$ cat src/hw/rtl/sf2d_pkg.sv
// Shared types, constants and helpers for the separable 2-D FIR filter.
// No dependencies; imported by every module of the block except sf2d_ram.
package sf2d_pkg;

  localparam int SAMPLE_BITS   = 16;
  localparam int COEF_BITS     = 16;
  localparam int COEF_COUNT    = 17;
  localparam int COEF_IDX_BITS = 5;
  localparam int COL_BITS      = 22;
  localparam int ACC_BITS      = 48;
  localparam int CFG_DATA_BITS = 64;
  localparam int CFG_IDX_BITS  = 3;
  localparam int TAP_CFG_BITS  = 5;
  localparam int WIDTH_CFG_BITS = 12;
  localparam int ROW_BITS      = 16;
  localparam int OUT_COL_BITS  = 11;
  localparam int TAP_IDX_BITS  = 6;   // covers MAX_TAPS up to 33
  localparam int DEF_MAX_TAPS  = 17;
  localparam int DEF_MAX_WIDTH = 2048;

  localparam logic [TAP_CFG_BITS-1:0]   RST_TAP_COUNT = 5'd5;
  localparam logic [WIDTH_CFG_BITS-1:0] RST_WIDTH     = 12'd2048;
  localparam logic [ROW_BITS-1:0]       RST_HEIGHT    = 16'd1080;

  typedef enum logic [CFG_IDX_BITS-1:0] {
    REG_TAP_COUNT, REG_IMAGE_WIDTH, REG_IMAGE_HEIGHT, REG_COEF_A,
    REG_COEF_B, REG_COEF_C, REG_COEF_D, REG_COEF_TAIL
  } cfg_reg_t;

  typedef struct packed {
    logic signed [SAMPLE_BITS-1:0] sample;
    logic                          frame_start;
  } in_item_t;

  typedef struct packed {
    logic signed [SAMPLE_BITS-1:0] filtered;
    logic [ROW_BITS-1:0]           out_row;
    logic [OUT_COL_BITS-1:0]       out_col;
    logic                          frame_last;
  } out_item_t;

  typedef enum logic [1:0] {SRC_MEM, SRC_SAMPLE, SRC_WINDOW} mac_src_t;

  typedef enum logic [3:0] {
    ST_CLEAR, ST_IDLE, ST_START, ST_COL_RUN, ST_COL_WAIT, ST_COL_DONE,
    ST_ROW_RUN, ST_ROW_WAIT, ST_RESULT, ST_UPDATE
  } state_t;

  typedef struct packed {
    logic                    clr_step;
    logic                    accept;
    logic                    acc_clr;
    logic                    mac_valid;
    mac_src_t                src;
    logic [TAP_IDX_BITS-1:0] k;
    logic                    col_done;
    logic                    out_load;
    logic                    update;
  } ctrl_cmd_t;

  typedef struct packed {
    logic                    clr_last;
    logic                    col_ok;
    logic                    row_ok;
    logic                    mac_busy;
    logic [TAP_IDX_BITS-1:0] taps;
  } dp_status_t;

  // Round by 15 bits (add half, floor) then clamp to a signed range of 'bits'.
  function automatic logic signed [ACC_BITS-1:0] round_sat(
      input logic signed [ACC_BITS-1:0] a, input int bits);
    logic signed [ACC_BITS-1:0] t;
    logic signed [ACC_BITS-1:0] hi;
    logic signed [ACC_BITS-1:0] lo;
    t  = a + $signed(ACC_BITS'(16384));
    t  = t >>> 15;
    hi = $signed((ACC_BITS'(1) << (bits - 1)) - ACC_BITS'(1));
    lo = ~hi;
    if (t > hi) begin
      return hi;
    end else if (t < lo) begin
      return lo;
    end
    return t;
  endfunction

endpackage

$ cat src/hw/rtl/sf2d_ctrl.sv
// Sequencer for the filter: clearing pass, column pass, row pass, result, update.
// Depends on sf2d_pkg.
module sf2d_ctrl
  import sf2d_pkg::*;
(
  input  logic       clk,
  input  logic       rst_n,
  input  logic       in_valid,
  output logic       in_ready,
  input  logic       out_free,
  input  dp_status_t st,
  output ctrl_cmd_t  cmd
);
  state_t state_r, state_nxt;
  logic [TAP_IDX_BITS-1:0] k_r, k_nxt;
  logic last_k;

  assign last_k = (k_r == st.taps - TAP_IDX_BITS'(1));

  always_ff @(posedge clk) begin
    if (!rst_n) begin
      state_r <= ST_CLEAR;
      k_r     <= '0;
    end else begin
      state_r <= state_nxt;
      k_r     <= k_nxt;
    end
  end

  always_comb begin
    state_nxt = state_r;
    case (state_r)
      ST_CLEAR:    if (st.clr_last) state_nxt = ST_IDLE;
      ST_IDLE:     if (in_valid) state_nxt = ST_START;
      ST_START:    state_nxt = st.col_ok ? ST_COL_RUN : ST_UPDATE;
      ST_COL_RUN:  if (last_k) state_nxt = ST_COL_WAIT;
      ST_COL_WAIT: if (!st.mac_busy) state_nxt = ST_COL_DONE;
      ST_COL_DONE: state_nxt = st.row_ok ? ST_ROW_RUN : ST_UPDATE;
      ST_ROW_RUN:  if (last_k) state_nxt = ST_ROW_WAIT;
      ST_ROW_WAIT: if (!st.mac_busy) state_nxt = ST_RESULT;
      ST_RESULT:   if (out_free) state_nxt = ST_UPDATE;
      ST_UPDATE:   state_nxt = ST_IDLE;
      default:     state_nxt = ST_IDLE;
    endcase
  end

  always_comb begin
    cmd       = '0;
    cmd.src   = SRC_MEM;
    cmd.k     = k_r;
    in_ready  = 1'b0;
    k_nxt     = '0;
    case (state_r)
      ST_CLEAR: cmd.clr_step = 1'b1;
      ST_IDLE: begin
        in_ready   = 1'b1;
        cmd.accept = in_valid;
      end
      ST_START: cmd.acc_clr = 1'b1;
      ST_COL_RUN: begin
        cmd.mac_valid = 1'b1;
        cmd.src       = last_k ? SRC_SAMPLE : SRC_MEM;
        k_nxt         = k_r + TAP_IDX_BITS'(1);
      end
      ST_COL_DONE: begin
        cmd.col_done = 1'b1;
        cmd.acc_clr  = 1'b1;
      end
      ST_ROW_RUN: begin
        cmd.mac_valid = 1'b1;
        cmd.src       = SRC_WINDOW;
        k_nxt         = k_r + TAP_IDX_BITS'(1);
      end
      ST_RESULT: cmd.out_load = out_free;
      ST_UPDATE: cmd.update = 1'b1;
      default: ;
    endcase
  end
endmodule

$ cat config.mk
export PLATFORM = sky130hd
export DESIGN_NAME = sf2d_ctrl
export DESIGN_NICKNAME = d
export VERILOG_FILES = /design/src/hw/rtl/sf2d_pkg.sv /design/src/hw/rtl/sf2d_ctrl.sv
export SDC_FILE = /design/constraint.sdc
export NUM_CORES = 1
export LEC_CHECK = 0
export BUFFER_PORTS_ARGS = -buffer_cell sky130_fd_sc_hd__buf_2
export CORE_MARGIN = 2
export CORE_UTILIZATION = 46
export CTS_CLUSTER_DIAMETER = 60
export DETAILED_ROUTE_END_ITERATION = 10
export GPL_ROUTABILITY_DRIVEN = 0
export PLACE_DENSITY = 0.84
export SYNTH_ARGS = -nofsm -noshare
export SYNTH_HDL_FRONTEND = slang
export SYNTH_SLANG_ARGS = --single-unit
$ cat constraint.sdc
create_clock -name clk -period 2.4 [get_ports clk]
set_input_delay 0.36 -clock clk [delete_from_list [all_inputs] [get_ports clk]]
set_output_delay 0.36 -clock clk [all_outputs]
set_load 0.01 [all_outputs]
==> key figures <==
Run status
  – Status: complete, but fails checks
  – Failing checks: negative setup slack

Floorplanning
  – Placeable Area: about 0.0017 mm2
  – DIE AREA: 0.002141 mm2
  – Boundary Pins: 30
  – Row Count: 15
  – Initial core utilization: 0.4813
  – Chip height: around 46 um
  – Die Wd: between 40 and 50 um

Routing
  – Vias: roughly 900
  – Top layer in use: met4
  – Wire per inst: ~12 um
  – Drc violations: 0
  – Antenna-violating nets left: 0
  – 1st-iter DRT viols: 12
  – TritonRoute pass-1 iters: 4
  – DRT Wirelength: between 1500 and 2000 um
  – M1 WL: approximately 830 um
  – Drt via density: between 5 and 6
  – Met2 wire length: 1046 um
  – DR WL met3: 52 um

STA
  – Setup TNS: -0.08280 ns
  – Clock skew: between 0.003 and 0.004 ns
  – Final setup violation count: 1
  – Min Tclk post-route: 2.483 ns
  – Fin. Hold Viols: 0
  – RSZ-0062 raised after global routing: true
  – Slew @ Worst Pin: around 0.59 ns
  – Worst setup margin: -0.08280 ns
  – Tcrit/Tclk final: 1.035
  – Max-Slew Margin vs Limit: 0.6044
  – Final slew viol count: 0
  – Fmax: about 400 MHz

Final layout
  – Core Util, Final: 0.6330
  – # fillers: between 150 and 200
  – Final instance area: between 0.001 and 0.0015 mm2
  – Area growth syn-to-layout: 31.51%
  – Final nets: approximately 160
  – Share of cells above drive strength 1: 0.3451
  – # diodes: 0

Global route
  – GRT Util Overall: 0.1888
  – GR Overflow Total: 0
  – First-pass GRT wire length: roughly 3000 um
  – Vias in the first global route: a little over 700
  – Largest net degree at the start of global routing: 18
  – Initial antenna violation count: 0

Worst setup path
  – Worst Path Required: 2.04 ns
  – Crit Path Max Fanout: 2
  – CP startpoint: st[1]
  – CP Capture Type: output port
  – CP Class: in -> out
  – WP data arrival: about 2.1 ns
  – Worst r2r src: state_r[2]
  – Worst setup SP type: primary input

Power and ir drop
  – Leakage: 0.4999 nW
  – Sw frac: 0.4033
  – Power Dens Cells: 652.5 mW/mm2
  – Design internal power: ~0.00042 W
  – Clock Power Share: 0.209
  – Sw Pwr: 0.0002845 W
  – Max VDD drop: approximately 0.56 mV
  – Combinational share of power: 0.434
  – Sequential Power Share: 0.357
  – Power consumption: between 0.0007 and 0.0008 W

CTS
  – Max Root-Sink Buffers: 2
  – CTS tree: built
  – Hold_buf cts: 0
  – Worst-Skew Late Latency: approximately 0.26 ns
  – H-tree lvl count: 1
  – Clock Root Buffer: clkbuf_4
  – Clk sink count: 10
  – CTS buffer count: 3
  – Worst-path clk slew: around 0.070 ns

Placement
  – Final HPWL DP: 1570 um
  – IO Port Bufs: 29
  – Worst slack at placement: -0.1694 ns
  – Placed Area: a little over 0.001 mm2

Synth
  – Synthesized Nets: roughly 120
  – Main synth FF type: dfxtp_1
  – Yosys warnings: 0
  – Ranking of synthesized cells by area: dfxtp_1 24%, nor2_1 6.4%, xor2_1 6.4%
  – Flops & latches, synth: 10
  – Post-synthesis instance total: ~110
  – Post-synth ARST share: 0
  – Post-synth cell types: 37
  – Area leader, netlist: dfxtp_1
  – Number of flops mapped to enable cells by yosys: 0
  – Register area share after synthesis: 0.2435
  – Avg Inst Size Synth: approximately 7.6 um2
  – Synth top area share: 0.2435
  – Synthesized area: a little over 800 um2

Job
  – Max cap viols: 0

Hold path
  – Hold path start: rst_n
  – Hold WC Path Type: in -> reg
stage by stage:
stage          cells  hold slack, ns
2_1_floorplan    108          0.4862
3_3_place_gp     161          0.4700
3_5_place_dp     161          0.4743
4_1_cts          166          0.4202
5_1_grt          167          0.4087
6_report         167          0.4200
power groups by stage:
stage / logic [W] / registers, W / clock network (W)
finish: 0.000306 / 0.000252 / 0.000148
detailed placement: 0.000304 / 0.000252 / 0
floorplan: 0.000266 / 0.000200 / 0
CTS: 0.000306 / 0.000248 / 0.000149
global route: 0.000343 / 0.000256 / 0.000164
global placement: 0.000294 / 0.000250 / 0
synthesized netlist by cell type (3+ instances only):
cell	number
nand3_1	4
dfxtp_1	10
and3_1	3
inv_1	7
xor2_1	6
nor2_1	14
xnor2_1	5
clkbuf_1	4
nor3_1	5
a21oi_1	5
nand2_1	11
worst paths after layout:
kind / end / slack [ns] / depth (start not counted)
max: cmd[9] / -0.08 / 7
min: state_r[1] / 0.42 / 3
max reg2reg: state_r[0] / 0.35 / 5
min reg2reg: k_r[0] / 0.48 / 1
state kept, by name, indices dropped and copies added, names as in the netlist:
signal	cells
k_r	6
state_r	4
layout make-up:
cell class                      count  area [um2]  share of cell area
Multi-Input combinational cell     86       584.3              0.5405
Timing Repair Buffer               35       202.7              0.1875
Sequential cell                    10       200.2              0.1852
Clock buffer                        4       36.28             0.03356
Tap cell                           25       31.28             0.02894
Inverter                            7       26.28             0.02431
routing by layer:
metal / GRT usage / up-vias
li1: - / 444
met1: 0.2471 / 407
met5: 0 / -
met2: 0.3222 / 19
met4: 0.05143 / 0
met3: 0.02353 / 6
critical path: stages:
cell and delay (ns):
buf_6 0.09, or3_4 0.38, or4_4 0.50, a2111oi_4 0.36
nand2_1 0.15, nor4_4 0.13, buf_2 0.16
layout by cell type (no fill, tap or decap), types with 2 or more instances in the layout:
master and instances:
nand3_1 4, inv_1 7, and3_1 3, dfxtp_1 10, or4b_2 2, xnor2_1 5, nor2_1 14, o31ai_1 2
mux2i_1 2, clkbuf_4 3, and2_1 2, and3b_2 2, nand2_1 11, buf_6 2, a21oi_1 5, ha_1 2
nand2b_1 2, buf_4 6, o21ai_0 2, nor3_1 5, xor2_1 6, buf_2 27
repair_timing:
action / 4_1_cts / 5_1_grt
gates resized for setup: 1 / 1
endpoints found under the setup margin: 1 / 1
setup buffers: 1 / 1
pin swaps: 5 / 3
kinds of logic (layout without fill, tap and decap cells):
logic type / Yosys count / count (layout) / synth area share
adder cells (fa/ha/maj): 2 / 2 / 0.03044
flip-flops: 10 / 10 / 0.2435
AND/OR/NAND/NOR: 53 / 53 / 0.3547
buffers and inverters: 12 / 46 / 0.05631
AO/OA/AOI/OAI: 18 / 18 / 0.1735
multiplexers: 2 / 2 / 0.02435
XOR/XNOR: 11 / 11 / 0.1172
No activity file was read; power rests on OpenSTA's default activity.
